File: src/design/stg_pkg.sv
`default_nettype none

package stg_pkg;

  localparam int RAM_BYTES  = 8192;
  localparam int RAM_WORDS  = RAM_BYTES / 2;
  localparam int BYTE_AW    = $clog2(RAM_BYTES);
  localparam int WORD_AW    = $clog2(RAM_WORDS);

  localparam logic [1:0] CMD_WRITE = 2'd0;
  localparam logic [1:0] CMD_FRAME = 2'd1;
  localparam logic [1:0] CMD_DRAW  = 2'd2;

  typedef enum logic [1:0] {
    OP_WRITE,
    OP_FRAME,
    OP_DRAW
  } op_e;

  localparam logic [BYTE_AW-1:0] SPRITE_BASE = 13'h1d00;

  localparam logic [4:0] TALL_LAST_ROW  = 5'd31;
  localparam logic [4:0] SMALL_LAST_ROW = 5'd1;
  localparam logic [2:0] SMALL_ROW_LOW  = 3'd6;
  localparam logic [7:0] SMALL_HEIGHT   = 8'd16;
  localparam logic [9:0] CHAIN_STEP     = 10'd16;
  localparam logic [9:0] TILE_WIDTH     = 10'd8;

  localparam int QUEUE_DEPTH = 4;
  localparam int QPTR_W      = $clog2(QUEUE_DEPTH);
  localparam int QCNT_W      = $clog2(QUEUE_DEPTH + 1);

  typedef struct packed {
    op_e               op;
    logic [BYTE_AW-1:0] addr;
    logic [7:0]        data;
  } q_item_t;

endpackage

`default_nettype wire

File: src/design/stg_fifo.sv
`default_nettype none

module stg_fifo (
  input  wire               clk_i,
  input  wire               rst_ni,
  input  wire               push_i,
  input  stg_pkg::q_item_t  push_item_i,
  output logic              full_o,
  input  wire               pop_i,
  output stg_pkg::q_item_t  pop_item_o,
  output logic              empty_o
);

  stg_pkg::q_item_t                mem_q [stg_pkg::QUEUE_DEPTH];
  logic [stg_pkg::QPTR_W-1:0]      wr_ptr_q;
  logic [stg_pkg::QPTR_W-1:0]      rd_ptr_q;
  logic [stg_pkg::QPTR_W-1:0]      wr_ptr_d;
  logic [stg_pkg::QPTR_W-1:0]      rd_ptr_d;
  logic [stg_pkg::QCNT_W-1:0]      cnt_q;
  logic                            do_push;
  logic                            do_pop;

  assign full_o     = (cnt_q == stg_pkg::QCNT_W'(stg_pkg::QUEUE_DEPTH));
  assign empty_o    = (cnt_q == '0);
  assign do_push    = push_i && !full_o;
  assign do_pop     = pop_i && !empty_o;
  assign pop_item_o = mem_q[rd_ptr_q];

  assign wr_ptr_d = (wr_ptr_q == stg_pkg::QPTR_W'(stg_pkg::QUEUE_DEPTH - 1)) ?
                    '0 : wr_ptr_q + 1'b1;
  assign rd_ptr_d = (rd_ptr_q == stg_pkg::QPTR_W'(stg_pkg::QUEUE_DEPTH - 1)) ?
                    '0 : rd_ptr_q + 1'b1;

  always_ff @(posedge clk_i or negedge rst_ni) begin
    if (!rst_ni) begin
      wr_ptr_q <= '0;
      rd_ptr_q <= '0;
      cnt_q    <= '0;
    end else begin
      if (do_push) begin
        wr_ptr_q <= wr_ptr_d;
      end
      if (do_pop) begin
        rd_ptr_q <= rd_ptr_d;
      end
      if (do_push && !do_pop) begin
        cnt_q <= cnt_q + 1'b1;
      end else if (do_pop && !do_push) begin
        cnt_q <= cnt_q - 1'b1;
      end
    end
  end

  always_ff @(posedge clk_i) begin
    if (do_push) begin
      mem_q[wr_ptr_q] <= push_item_i;
    end
  end

endmodule

`default_nettype wire

File: config.mk
export PLATFORM = sky130hd
export DESIGN_NAME = stg_fifo
export DESIGN_NICKNAME = d
export VERILOG_FILES = /design/src/design/stg_pkg.sv /design/src/design/stg_fifo.sv
export SDC_FILE = /design/constraint.sdc
export NUM_CORES = 1
export LEC_CHECK = 0
export ABC_AREA = 1
export BUFFER_PORTS_ARGS = -buffer_cell sky130_fd_sc_hd__buf_2
export CAP_MARGIN = 20
export CORE_ASPECT_RATIO = 0.5
export CORE_UTILIZATION = 35
export DETAILED_ROUTE_END_ITERATION = 16
export GPL_TIMING_DRIVEN = 0
export PLACE_DENSITY = 0.55
export SLEW_MARGIN = 20
export SYNTH_ARGS = -nofsm -noshare
export SYNTH_HDL_FRONTEND = slang
export SYNTH_SLANG_ARGS = --single-unit
File: constraint.sdc
create_clock -name clk_i -period 2.6 [get_ports clk_i]
set_input_delay 0.13 -clock clk_i [delete_from_list [all_inputs] [get_ports clk_i]]
set_output_delay 0.13 -clock clk_i [all_outputs]
set_load 0.01 [all_outputs]
==> results.py <==
metrics = {
    "worst_setup_path": {
        "cp_slowest_stage_delay_ns": 0.41,
        "crit_start": "cnt_q[1]",
        "end_kind": "register",
        "cpMaxStageDelayCell": "dfrtp_1",
        "crit_path_max_fanout": 7,
        "reg2reg_from": "cnt_q[1]",
        "cp-start-kind": "register",
        "arrival_ns": 2.31,
        "crit_required_ns": 2.82,
        "path_cells": "inv_2 -> nand3_1 -> nand2_1 -> inv_1 -> ha_1 -> inv_1 -> fa_1 -> nand2_1 -> o21ai_0",
        "criticalPathCategory": "register to register",
    },
    "timing": {
        "timing.final.crit_share": 0.804,
        "slew_headroom": 0.511,
        "skew_ns": 0.00385,
        "tightest_slew_ns": 0.731,
        "hold_viol_final": 0,
        "worst_hold_slack_ns": 0.00671,
        "maxSlewViolCount": 0,
        "period_needed_ns": 2.09,
        "fmax_ghz": 0.479,
        "rsz0062_at_grt": "false",
        "setup_violations": 0,
    },
    "status": {
        "outcome": "completed",
    },
    "worst_hold_path": {
        "hp-class": "input pin to register",
        "hp-start": "push_item_i[13]",
    },
    "synth": {
        "synthesis.instances": 329,
        "syn_nets": 363,
        "yosys.area.top_type": "edfxtp_1",
        "synth_top_area_frac": 0.673,
        "avgSynthCellArea_um2": 12.5,
        "synthesis.area_mm2": 0.00410,
        "yosysSeqAreaShare": 0.716,
        "synth-seq-cells": 99,
        "synth_cell_type_count": 16,
        "yosys_warnings": 0,
        "ys_top_cells_by_area": "edfxtp_1 (67%), o211ai_1 (8.4%), nand2_1 (7.7%)",
    },
    "finish": {
        "final_common_cell": "edfxtp_1",
        "final_cell_mix": "edfxtp_1 (92), nand2_1 (84), buf_2 (59), inv_1 (59), o211ai_1 (46)",
        "area_growth_pct": 22.2,
        "final_area_mm2": 0.00501,
        "diodes": 0,
        "finish.utilization": 0.447,
        "finalNetCount": 436,
        "drive_gt1_frac": 0.219,
    },
    "clock_tree": {
        "clk_latency_ns": 0.34,
        "numCtsBuffers": 9,
        "cts.sink_count": 99,
        "cts_buffer_depth": 2,
        "postCtsSetupRepairBufs": 0,
        "cts_tree": "built",
        "htree_levels": 3,
        "clk_pin_slew_ns": 0.06,
        "clock-root-buffer": "clkbuf_16",
    },
    "grt": {
        "grt_overflow": 0,
        "track_usage": 0.142,
        "antenna_found_initial": 0,
        "grt_pass1_vias": 2426,
        "grt_max_degree": 24,
        "grt_pass1_wl_mm": 12.5,
    },
    "floorplan": {
        "ioPinCount": 52,
        "design.core.area_mm2": 0.0112,
        "die_area_mm2": 0.0122,
        "rows": 27,
        "start_util": 0.366,
        "die_h_um": 78.6,
        "fp.dieW_um": 155,
    },
    "route": {
        "drtIter0Drc": 94,
        "avgViaCountPerCell": 4.46,
        "route.detailed.drc": 0,
        "wl_mm": 7.99,
        "routedWlPerCell_um": 14.1,
        "vias": 2522,
        "firstDrtPassIters": 4,
        "ant_nets": 0,
    },
    "power_and_ir_drop": {
        "clockPowerShare": 0.215,
        "p_sw_frac": 0.355,
        "seqPwrFrac": 0.405,
        "intPower_w": 0.00353,
        "p_sw_w": 0.00194,
        "peakVddDrop_uv": 415,
        "power.leakage_nw": 2.07,
        "p_comb_frac": 0.380,
        "finalPower_w": 0.00547,
        "p_per_area_mw_per_mm2": 1090,
    },
    "placed_design": {
        "dp_hpwl_mm": 5.31,
        "gp_congestion": 0.737,
        "placed_cell_area_mm2": 0.00467,
        "port_buffers": 51,
    },
    "job": {
        "cap_violations": 0,
    },
}
registers in the layout, summed over array words and instances (netlist names):
name and flops:
mem_q 92, cnt_q 3, rd_ptr_q 2, wr_ptr_q 2
routing by layer:
| metal | vias to the layer above | wire, um | GRT usage |
|---|---|---|---|
| li1 | 1267 | - | - |
| met1 | 1183 | 3650 | 0.175 |
| met2 | 60 | 3750 | 0.237 |
| met3 | 12 | 489 | 0.0420 |
| met4 | 0 | 106 | 0.0554 |
| met5 | - | 0 | 0 |
final cells by class:
type / count / area (um2)
multi-input cells: 153 / 863
fillers: 1054 / 6200
inverters: 62 / 233
clock buffers: 12 / 236
flip-flops and latches: 99 / 2940
well taps: 159 / 199
clock inverters: 4 / 27.5
repair buffers: 62 / 418
plain buffers: 15 / 100
metrics by stage:
stage	TNS (ns)	setup WS [ns]	std cells
2_1_floorplan	0	0.496	329
3_3_place_gp	-42.44	-0.538	539
3_5_place_dp	0	0.495	542
4_1_cts	0	0.485	566
5_1_grt	0	0.317	566
6_report	0	0.510	566
worst paths after layout:
path                                endpoint  slack [ns]  cells after the start
worst min-delay path            mem_q[1][13]       0.007                      1
worst max register to register      cnt_q[1]        0.51                      9
min in group asynchronous           cnt_q[2]        0.16                      2
max in group asynchronous        rd_ptr_q[0]        2.28                      2
worst max-delay path                cnt_q[1]        0.51                      9
worst min register to register      cnt_q[2]        0.50                      2
Yosys cell counts:
library cell	instances
buf_2	8
buf_4	5
buf_6	2
dfrtp_1	7
edfxtp_1	92
fa_1	1
ha_1	6
inv_1	59
inv_2	3
nand2_1	84
nand3_1	7
nand4_1	1
nor2_1	6
o211ai_1	46
o21ai_0	1
xnor2_1	1
critical path, delay by kind of cell (launching register included):
| kind | cells | cell delay, ns |
|---|---|---|
| buffers and inverters | 3 | 0.26 |
| adders and majority gates | 2 | 0.63 |
| AOI/OAI and AO/OA | 1 | 0.07 |
| DFF | 1 | 0.41 |
| and+or+nand+nor | 3 | 0.60 |
logic make-up after synthesis:
group	after synthesis	share of synthesized area
flops	99	0.716
compound gates	47	0.0854
simple gates	98	0.0924
xor+xnor	1	0.00213
buf+inv	77	0.0811
fa+ha+maj	7	0.0232
repair_timing:
item	4_1_cts	5_1_grt
gates resized for setup	0	0
endpoints found under the hold margin	34	0
hold buffers	8	0
power groups by stage:
stage / logic [W] / clock network [W] / registers [W]
3_5_place_dp: 0.00212 / 0 / 0.00225
6_report: 0.00208 / 0.00118 / 0.00222
3_3_place_gp: 0.00198 / 0 / 0.00226
2_1_floorplan: 0.00127 / 0 / 0.00223
4_1_cts: 0.00213 / 0.00120 / 0.00222
5_1_grt: 0.00235 / 0.00126 / 0.00225
Note: power is estimated with default switching activity, not from simulation.
