**src/design/stg_pkg.sv**
```systemverilog
`default_nettype none

package stg_pkg;

  localparam int RAM_BYTES  = 8192;
  localparam int RAM_WORDS  = RAM_BYTES / 2;
  localparam int BYTE_AW    = $clog2(RAM_BYTES);
  localparam int WORD_AW    = $clog2(RAM_WORDS);

  localparam logic [1:0] CMD_WRITE = 2'd0;
  localparam logic [1:0] CMD_FRAME = 2'd1;
  localparam logic [1:0] CMD_DRAW  = 2'd2;

  typedef enum logic [1:0] {
    OP_WRITE,
    OP_FRAME,
    OP_DRAW
  } op_e;

  localparam logic [BYTE_AW-1:0] SPRITE_BASE = 13'h1d00;

  localparam logic [4:0] TALL_LAST_ROW  = 5'd31;
  localparam logic [4:0] SMALL_LAST_ROW = 5'd1;
  localparam logic [2:0] SMALL_ROW_LOW  = 3'd6;
  localparam logic [7:0] SMALL_HEIGHT   = 8'd16;
  localparam logic [9:0] CHAIN_STEP     = 10'd16;
  localparam logic [9:0] TILE_WIDTH     = 10'd8;

  localparam int QUEUE_DEPTH = 4;
  localparam int QPTR_W      = $clog2(QUEUE_DEPTH);
  localparam int QCNT_W      = $clog2(QUEUE_DEPTH + 1);

  typedef struct packed {
    op_e               op;
    logic [BYTE_AW-1:0] addr;
    logic [7:0]        data;
  } q_item_t;

endpackage

`default_nettype wire

```
**src/design/stg_front.sv**
```systemverilog
`default_nettype none

module stg_front (
  input  wire                 clk_i,
  input  wire                 rst_ni,
  input  wire                 in_valid_i,
  output logic                in_stall_o,
  input  wire  [1:0]          command_i,
  input  wire  [12:0]         address_i,
  input  wire  [7:0]          write_data_i,
  input  wire  [7:0]          sprite_index_i,
  output logic                push_o,
  output stg_pkg::q_item_t    item_o,
  input  wire                 full_i
);

  logic             item_valid_q;
  stg_pkg::q_item_t item_q;
  stg_pkg::q_item_t item_d;
  logic             keep;
  logic             accept;

  assign in_stall_o = item_valid_q && full_i;
  assign accept     = in_valid_i && !in_stall_o;
  assign push_o     = item_valid_q;
  assign item_o     = item_q;

  // Commands without meaning are dropped here and never reach the queue.
  always_comb begin
    item_d.data = write_data_i;
    item_d.addr = address_i;
    item_d.op   = stg_pkg::OP_WRITE;
    keep        = 1'b1;
    case (command_i)
      stg_pkg::CMD_WRITE: begin
        item_d.op = stg_pkg::OP_WRITE;
      end
      stg_pkg::CMD_FRAME: begin
        item_d.op = stg_pkg::OP_FRAME;
      end
      stg_pkg::CMD_DRAW: begin
        item_d.op   = stg_pkg::OP_DRAW;
        item_d.addr = stg_pkg::SPRITE_BASE + {3'b000, sprite_index_i, 2'b00};
      end
      default: begin
        keep = 1'b0;
      end
    endcase
  end

  always_ff @(posedge clk_i or negedge rst_ni) begin
    if (!rst_ni) begin
      item_valid_q <= 1'b0;
    end else if (accept) begin
      item_valid_q <= keep;
    end else if (!full_i) begin
      item_valid_q <= 1'b0;
    end
  end

  always_ff @(posedge clk_i) begin
    if (accept) begin
      item_q <= item_d;
    end
  end

endmodule

`default_nettype wire

```
**config.mk**
```make
export PLATFORM = sky130hd
export DESIGN_NAME = stg_front
export DESIGN_NICKNAME = d
export VERILOG_FILES = /design/src/design/stg_pkg.sv /design/src/design/stg_front.sv
export SDC_FILE = /design/constraint.sdc
export NUM_CORES = 1
export LEC_CHECK = 0
export CAP_MARGIN = 20
export CORE_MARGIN = 5
export CORE_UTILIZATION = 53
export CTS_BUF_LIST = sky130_fd_sc_hd__clkbuf_4
export DETAILED_ROUTE_END_ITERATION = 16
export DONT_BUFFER_PORTS = 1
export GPL_ROUTABILITY_DRIVEN = 1
export PLACE_DENSITY = 0.78
export SYNTH_ARGS = -nofsm -noshare
export SYNTH_HDL_FRONTEND = slang
export SYNTH_SLANG_ARGS = --single-unit
```
**constraint.sdc**
```tcl
create_clock -name clk_i -period 2.08 [get_ports clk_i]
set_input_delay 0.104 -clock clk_i [delete_from_list [all_inputs] [get_ports clk_i]]
set_output_delay 0.104 -clock clk_i [all_outputs]
set_load 0.05 [all_outputs]
```
==> results of run 1 <==
==> sequential cells by signal, summed over array words and instances, names as in the netlist <==
| name | cells |
|---|---|
| push_o | 1 |
| item_o | 23 |
==> path summary, 6_finish.rpt <==
kind / slack (ns) / endpoint / start / depth (start not counted)
max in group asynchronous: 1.43 / push_o / rst_ni / 2
min in group asynchronous: 0.55 / push_o / rst_ni / 2
hold / removal: 0.01 / item_o[21] / command_i[0] / 1
setup reg to reg: 0.25 / push_o / push_o / 4
hold reg to reg: 1.27 / item_o[10] / push_o / 3
setup / recovery: 0.25 / push_o / push_o / 4
==> cell families (layout without fill, tap and decap cells) <==
logic type / after synthesis / in the layout / synth area share, %
buf+inv: 3 / 37 / 3.65
flops: 24 / 24 / 74.5
compound gates: 4 / 4 / 3.13
simple gates: 8 / 8 / 5.86
fa+ha+maj: 1 / 1 / 1.30
mux: 8 / 8 / 11.6
==> Yosys cell counts (all sizes together) <==
master  number  area, um^2
nor2b        2        12.5
nand2b       1        13.8
buf          1        20.0
edfxtp      23         691
inv          2        15.0
mux2i        1        10.0
and2         3        18.8
mux2         7         101
nand2        1        3.75
dfrtp        1        25.0
a21o         4        30.0
nor3b        1        7.51
ha           1        12.5
==> metal layers <==
layer	vias to the layer above	wire length, um	global-route usage [%]
met2	31	1100	24.4
met4	0	28	7.66
li1	246	-	-
met5	-	0	0
met3	2	125	3.42
met1	251	608	11.5
==> power by group through the flow <==
stage / clock network [mW] / registers (mW) / logic, mW
floorplan: 0 / 0.699 / 0.0576
global placement: 0 / 0.703 / 0.0676
detailed placement: 0 / 0.704 / 0.0696
CTS: 0.329 / 0.693 / 0.0995
global route: 0.344 / 0.696 / 0.125
finish: 0.324 / 0.692 / 0.117
==> critical path: cells and delay by family, from the launching register on <==
kind | cells | cell delay, ns
flip-flops | 1 | 0.58
AO/OA/AOI/OAI | 1 | 0.16
AND/OR/NAND/NOR | 1 | 0.25
buffers and inverters | 2 | 0.73
==> timing repair <==
action	4_1_cts	5_1_grt
hold endpoints to repair	17	5
hold buffers	19	10
endpoints found under the setup margin	0	0
buffers inserted	0	0
==> layout make-up <==
type / instances / share of cell area (%)
sequential: 24 / 53.2
clock inverter: 1 / 2.23
clock buffer: 3 / 1.67
multi-input combinational: 21 / 15.8
timing repair buffer: 31 / 23.6
inverter: 2 / 1.12
tap: 25 / 2.33
==> impl_metrics.toml, run 1 <==
[finish]
final_common_cell = "dlygate4sd3_1"
syn2layout_area_growth_pct = 40.0
layout-drive-gt1-share_pct = 19.5
antenna_cells = 0
fin_cells = 107
multi_input_area_um2 = 213
register_area_um2 = 716
design_area_um2 = 1350
post-route-util_pct = 77.9
final_nets = 119
layout_common_cells = "dlygate4sd3_1, edfxtp_1, mux2_4"
fillCellCount = 100

[route]
num_vias = 530
drt_wl_total_mm = 1.86
drc = 0
dr.pass1.iters = 3
wire_per_inst_um = 17.4
drt_iter0_markers = 11
ant_nets = 0
avgViaCountPerCell = 4.95

[floorplan]
dieArea_um2 = 2760
rows = 15
num_io_pins = 60
die_w_um = 52.6
die_h_um = 52.6
core-area_um2 = 1730
initial_utilization_pct = 55.7

[clock_tree]
root_buffer = "clkbuf_4"
cts_tree = "yes"
cts_resized = 0
cts_buffers = 3
cts.sinks = 24
clk-insertion-delay-late_ns = 0.30
cts.htree.levels = 1
clk_pin_slew_ns = 0.12
clockBufferDepth = 2

[power]
seqPwrFrac_pct = 61.1
p_sw_uw = 291
p_leak_nw = 0.526
p_int_uw = 841
power_mw = 1.13
max-vdd-ir-drop_mv = 0.548
clkPwrFrac_pct = 28.6
pwr-share-comb_pct = 10.3
swShare_pct = 25.7
power_density_nw_per_um2 = 842

[placement]
dp_hpwl_mm = 1.23
dpl-instance-area_um2 = 1000
gp_congestion = 0.650
placed_cells_incl_taps = 74
dpl_worst_slack_ns = 0.644
io_buffers = 0

[yosys]
syn_nets = 84
avgSynthCellArea_um2 = 20.0
yosysSeqAreaShare_pct = 74.5
syn_area_um2 = 961
ys_warn_count = 0
ys_types = 15
synth_seq_cells = 24
syn-instance-count = 48

[worst_setup_path]
critPathLaunchType = "flip-flop"
worstPathMaxFanout = 2
cpMaxStageDelayCell = "dfrtp_1"
cp-end-kind = "flip-flop"
critPathMaxStageDelay_ns = 0.58
worst_ep_required_time_ns = 2.27
crit_arrival_ns = 2.02
worstPathCellList = "and2_1 > buf_4 > a21o_1 > dlygate4sd3_1"
worst-setup-path-type = "reg -> reg"

[grt]
grt_start_max_net_pins = 24
antenna_found_initial = 0
overflow = 0
grt_util_all_layers_pct = 12.7
grt_pass1_wl_mm = 2.36
grt_pass1_vias = 485

[timing]
setup_viol = 0
fin_hold_ws_ns = 0.0126
fin_skew_ns = 0.00737
fmax_ghz = 0.547
finalCritPeriodShare_pct = 88.0
drv_slew = 0
period_minus_slack_ns = 1.83
tightest_slew_ns = 0.481
tns_ns = 0
setup_slack_ns = 0.251
rsz0062_at_grt = "no"
slew_headroom_pct = 68.0
hold_viol = 0

[job]
drv_cap = 0

[outcome]
status = "finished clean"

[hold_path]
hold_class = "in -> reg"
Note: power is estimated with default switching activity, not from simulation.
==> run 2, diff against run 1 <==
--- a/config.mk
+++ b/config.mk
@@ -12,7 +12,7 @@
 export DETAILED_ROUTE_END_ITERATION = 16
 export DONT_BUFFER_PORTS = 1
 export GPL_ROUTABILITY_DRIVEN = 1
-export PLACE_DENSITY = 0.78
+export PLACE_DENSITY_LB_ADDON = 0.2
 export SYNTH_ARGS = -nofsm -noshare
 export SYNTH_HDL_FRONTEND = slang
 export SYNTH_SLANG_ARGS = --single-unit
==> impl_metrics.toml, run 2 (same netlist as run 1, synthesis figures left out) <==
[outcome]
status = "finished clean"

[floorplan]
core-area_um2 = 1730
dieArea_um2 = 2760
initial_utilization_pct = 55.7
num_io_pins = 60
rows = 15
die_w_um = 52.6
die_h_um = 52.6

[grt]
antenna_found_initial = 0
grt_util_all_layers_pct = 16.8
grt_pass1_vias = 605
overflow = 0
grt_start_max_net_pins = 24
grt_pass1_wl_mm = 3.16

[power]
max-vdd-ir-drop_mv = 0.409
power_density_nw_per_um2 = 830
p_leak_nw = 0.539
power_mw = 1.14

[worst_setup_path]
crit_path_end = "push_o"
critPathLaunchType = "flip-flop"
timing.rr.start = "push_o"
r2r-end = "push_o"
path_delay_family = "buffers and inverters"
worstPathMaxFanout = 2
r2r_cells = 4
cp-end-kind = "flip-flop"
cp_num_buf_inv = 2
setup.worst_path.start = "push_o"
critPathMaxStageDelay_ns = 0.59
r2r_slack_ns = 0.22
cpMaxStageDelayCell = "dfrtp_1"
worstPathCellList = "and2_1 > buf_4 > a21o_1 > dlygate4sd3_1"
crit_arrival_ns = 2.07
crit_cells = 4
worst-setup-path-type = "reg -> reg"
worst_ep_required_time_ns = 2.29

[route]
drt_iter0_markers = 7
drc = 0
num_vias = 572
wire_per_inst_um = 19.8
avgViaCountPerCell = 5.20
ant_nets = 0
dr.pass1.iters = 4
drt_wl_total_mm = 2.18

[placement]
gp_congestion = 0.744
io_buffers = 0
placed_cells_incl_taps = 74

[job]
drv_cap = 0

[timing]
rsz0062_at_grt = "no"
hold_viol = 0
drv_slew = 0
finalCritPeriodShare_pct = 89.6
setup_viol = 0
tightest_slew_ns = 0.484
period_minus_slack_ns = 1.86
slew_headroom_pct = 67.8
fmax_ghz = 0.537
fin_skew_ns = 0.0101
tns_ns = 0
fin_hold_ws_ns = 0.0529

[clock_tree]
cts_tree = "yes"
holdBufCountCts = 19
post_cts.repair.setup_buffers = 0
cts.sinks = 24
clk-insertion-delay-late_ns = 0.31
root_buffer = "clkbuf_4"
clockBufferDepth = 2
cts.htree.levels = 1
cts_resized = 0
clk_pin_slew_ns = 0.13
cts_buffers = 3

[hold_path]
hold_class = "in -> reg"
min_path_cells = 2

[finish]
syn2layout_area_growth_pct = 43.1
fin_cells = 110
layout-drive-gt1-share_pct = 18.8
fillCellCount = 107
layout_common_cells = "dlygate4sd3_1, edfxtp_1, mux2_4"
final_nets = 122
final_common_cell = "dlygate4sd3_1"
largest_reg_flops = 23
antenna_cells = 0
==> run 2: worst reg2reg max path, delay by kind of cell (launching register included) <==
kind | cells | cell delay [ns]
DFF | 1 | 0.59
and+or+nand+nor | 1 | 0.27
buffers and inverters | 2 | 0.74
AOI/OAI and AO/OA | 1 | 0.16
==> run 2: worst min-delay path by stage <==
stage,from,slack (ns),end
finish,address_i[8],0.05,item_o[16]
global route,address_i[8],0.04,item_o[16]
CTS,sprite_index_i[4],0.001,item_o[14]
detailed placement,rst_ni,-0.19,push_o
global placement,rst_ni,-0.19,push_o
floorplan,rst_ni,-0.19,push_o
==> run 2: per-stage QoR <==
| stage | cell area [um^2] | worst slack [ns] | util (%) |
|---|---|---|---|
| after floorplan | 963 | 0.0149 | - |
| after global placement | 1000 | 0.659 | 58.0 |
| after detailed placement | 1000 | 0.605 | 58.0 |
| after CTS | 1240 | 0.220 | 72.1 |
| after global routing | 1380 | 0.166 | 79.6 |
| final | 1380 | 0.216 | 79.6 |
==> run 2: area by class of cell <==
| type | count | area [um^2] | share of cell area, % |
|---|---|---|---|
| clock inverter | 1 | 30.0 | 2.18 |
| inverter | 2 | 15.0 | 1.09 |
| tap | 25 | 31.3 | 2.27 |
| sequential | 24 | 716 | 52.0 |
| multi-input combinational | 21 | 213 | 15.5 |
| clock buffer | 3 | 22.5 | 1.64 |
| timing repair buffer | 34 | 348 | 25.3 |
==> run 2: layer usage <==
layer  vias up  routed length (um)  track usage, %
met2        44                1220            32.6
met3         6                 196            6.55
met5         -                   0               0
met1       269                 695            14.7
met4         0                  65            7.66
li1        253                   -               -
==> run 2: report_power, final <==
group,switching [mW],internal (mW)
Combinational,0.0463,0.0794
Sequential,0.121,0.572
Clock,0.129,0.195
Total,0.296,0.846
==> run 3, diff against run 2 <==
--- a/config.mk
+++ b/config.mk
@@ -13,6 +13,7 @@
 export DONT_BUFFER_PORTS = 1
 export GPL_ROUTABILITY_DRIVEN = 1
 export PLACE_DENSITY_LB_ADDON = 0.2
+export RECOVER_POWER = 50
 export SYNTH_ARGS = -nofsm -noshare
 export SYNTH_HDL_FRONTEND = slang
 export SYNTH_SLANG_ARGS = --single-unit
==> impl_metrics.toml, run 3 (same netlist as run 1, synthesis figures left out) <==
[floorplan]
die_h_um = 52.6
core-area_um2 = 1730
num_io_pins = 60
die_w_um = 52.6
initial_utilization_pct = 55.7
rows = 15
dieArea_um2 = 2760

[hold_path]
hold_path_startpoint = "address_i[8]"
hold_class = "in -> reg"
min_path_cells = 2

[timing]
period_minus_slack_ns = 1.86
hold_viol = 0
fmax_ghz = 0.537
tightest_slew_ns = 0.484
fin_hold_ws_ns = 0.0534
rsz0062_at_grt = "no"
finalCritPeriodShare_pct = 89.6
setup_viol = 0
drv_slew = 0
slew_headroom_pct = 67.8
fin_skew_ns = 0.00995
tns_ns = 0

[clock_tree]
cts_resized = 0
clockBufferDepth = 2
clk-insertion-delay-late_ns = 0.30
root_buffer = "clkbuf_4"
clk_pin_slew_ns = 0.13
cts_buffers = 3
cts.htree.levels = 1
cts_tree = "yes"
cts.sinks = 24

[route]
ant_nets = 0
drc = 0
num_vias = 570
avgViaCountPerCell = 5.18
wire_per_inst_um = 19.9
dr.pass1.iters = 4
drt_iter0_markers = 7
drt_wl_total_mm = 2.18

[finish]
layout-drive-gt1-share_pct = 17.6
syn2layout_area_growth_pct = 42.3
layout_common_cells = "dlygate4sd3_1, edfxtp_1, mux2_4"
final_common_cell = "dlygate4sd3_1"
post-route-util_pct = 79.2
fillCellCount = 109
register_area_um2 = 716
largest_reg_flops = 23
final_nets = 122
antenna_cells = 0
multi_input_area_um2 = 205

[placement]
gp_congestion = 0.744
io_buffers = 0

[worst_setup_path]
r2r_cells = 4
crit_arrival_ns = 2.07
timing.rr.start = "push_o"
worst-setup-path-type = "reg -> reg"
cp-end-kind = "flip-flop"
setup.worst_path.start = "push_o"
critPathLaunchType = "flip-flop"
worstPathMaxFanout = 2
worst_ep_required_time_ns = 2.29

[grt]
grt_util_all_layers_pct = 16.8
grt_start_max_net_pins = 24
overflow = 0
grt_pass1_vias = 605
antenna_found_initial = 0
grt_pass1_wl_mm = 3.16

[power]
max-vdd-ir-drop_mv = 0.409
power_mw = 1.14
p_leak_nw = 0.532
power_density_nw_per_um2 = 834

[job]
drv_cap = 0

[outcome]
status = "finished clean"
[run 3: power breakdown]
| part | leakage [nW] | switching (mW) | internal (mW) |
|---|---|---|---|
| Combinational | 0.271 | 0.0465 | 0.0780 |
| Clock | 0.0279 | 0.128 | 0.195 |
| Sequential | 0.233 | 0.121 | 0.572 |
| Total | 0.532 | 0.296 | 0.844 |
[run 3: worst max-delay path, stage by stage (launching register included)]
cell and delay [ns]:
dfrtp_1 0.59, and2_1 0.27, buf_4 0.20, a21o_1 0.16
dlygate4sd3_1 0.54
[run 3: area by class of cell]
class                   count  area share, %
clock inverters             1           2.20
flip-flops and latches     24           52.3
multi-input cells          21           15.0
inverters                   2           1.10
well taps                  25           2.29
repair buffers             34           25.4
clock buffers               3           1.65
[run 3: metal layers]
layer | track usage (%) | routed length, um | vias up
li1 | - | - | 252
met1 | 14.7 | 700 | 268
met2 | 32.6 | 1220 | 44
met3 | 6.55 | 197 | 6
met4 | 7.66 | 65 | 0
met5 | 0 | 0 | -
[run 3: worst paths after layout]
path | end | slack (ns)
worst min register to register | item_o[17] | 1.32
worst min-delay path | item_o[16] | 0.05
worst max-delay path | push_o | 0.22
max in group asynchronous | push_o | 1.41
worst max register to register | push_o | 0.22
min in group asynchronous | push_o | 0.57
[run 3: per-stage QoR]
| step | cells | instance area, um^2 | worst slack [ns] |
|---|---|---|---|
| 2_1_floorplan | 48 | 963 | 0.0149 |
| 5_1_grt | 110 | 1370 | 0.166 |
| 6_report | 110 | 1370 | 0.216 |
| 4_1_cts | 97 | 1240 | 0.220 |
| 3_3_place_gp | 74 | 1000 | 0.659 |
| 3_5_place_dp | 74 | 1000 | 0.605 |
[run 3: what timing repair did]
action	in CTS	in global routing
buffers inserted	0	0
endpoints found under the hold margin	17	7
hold buffers	19	13
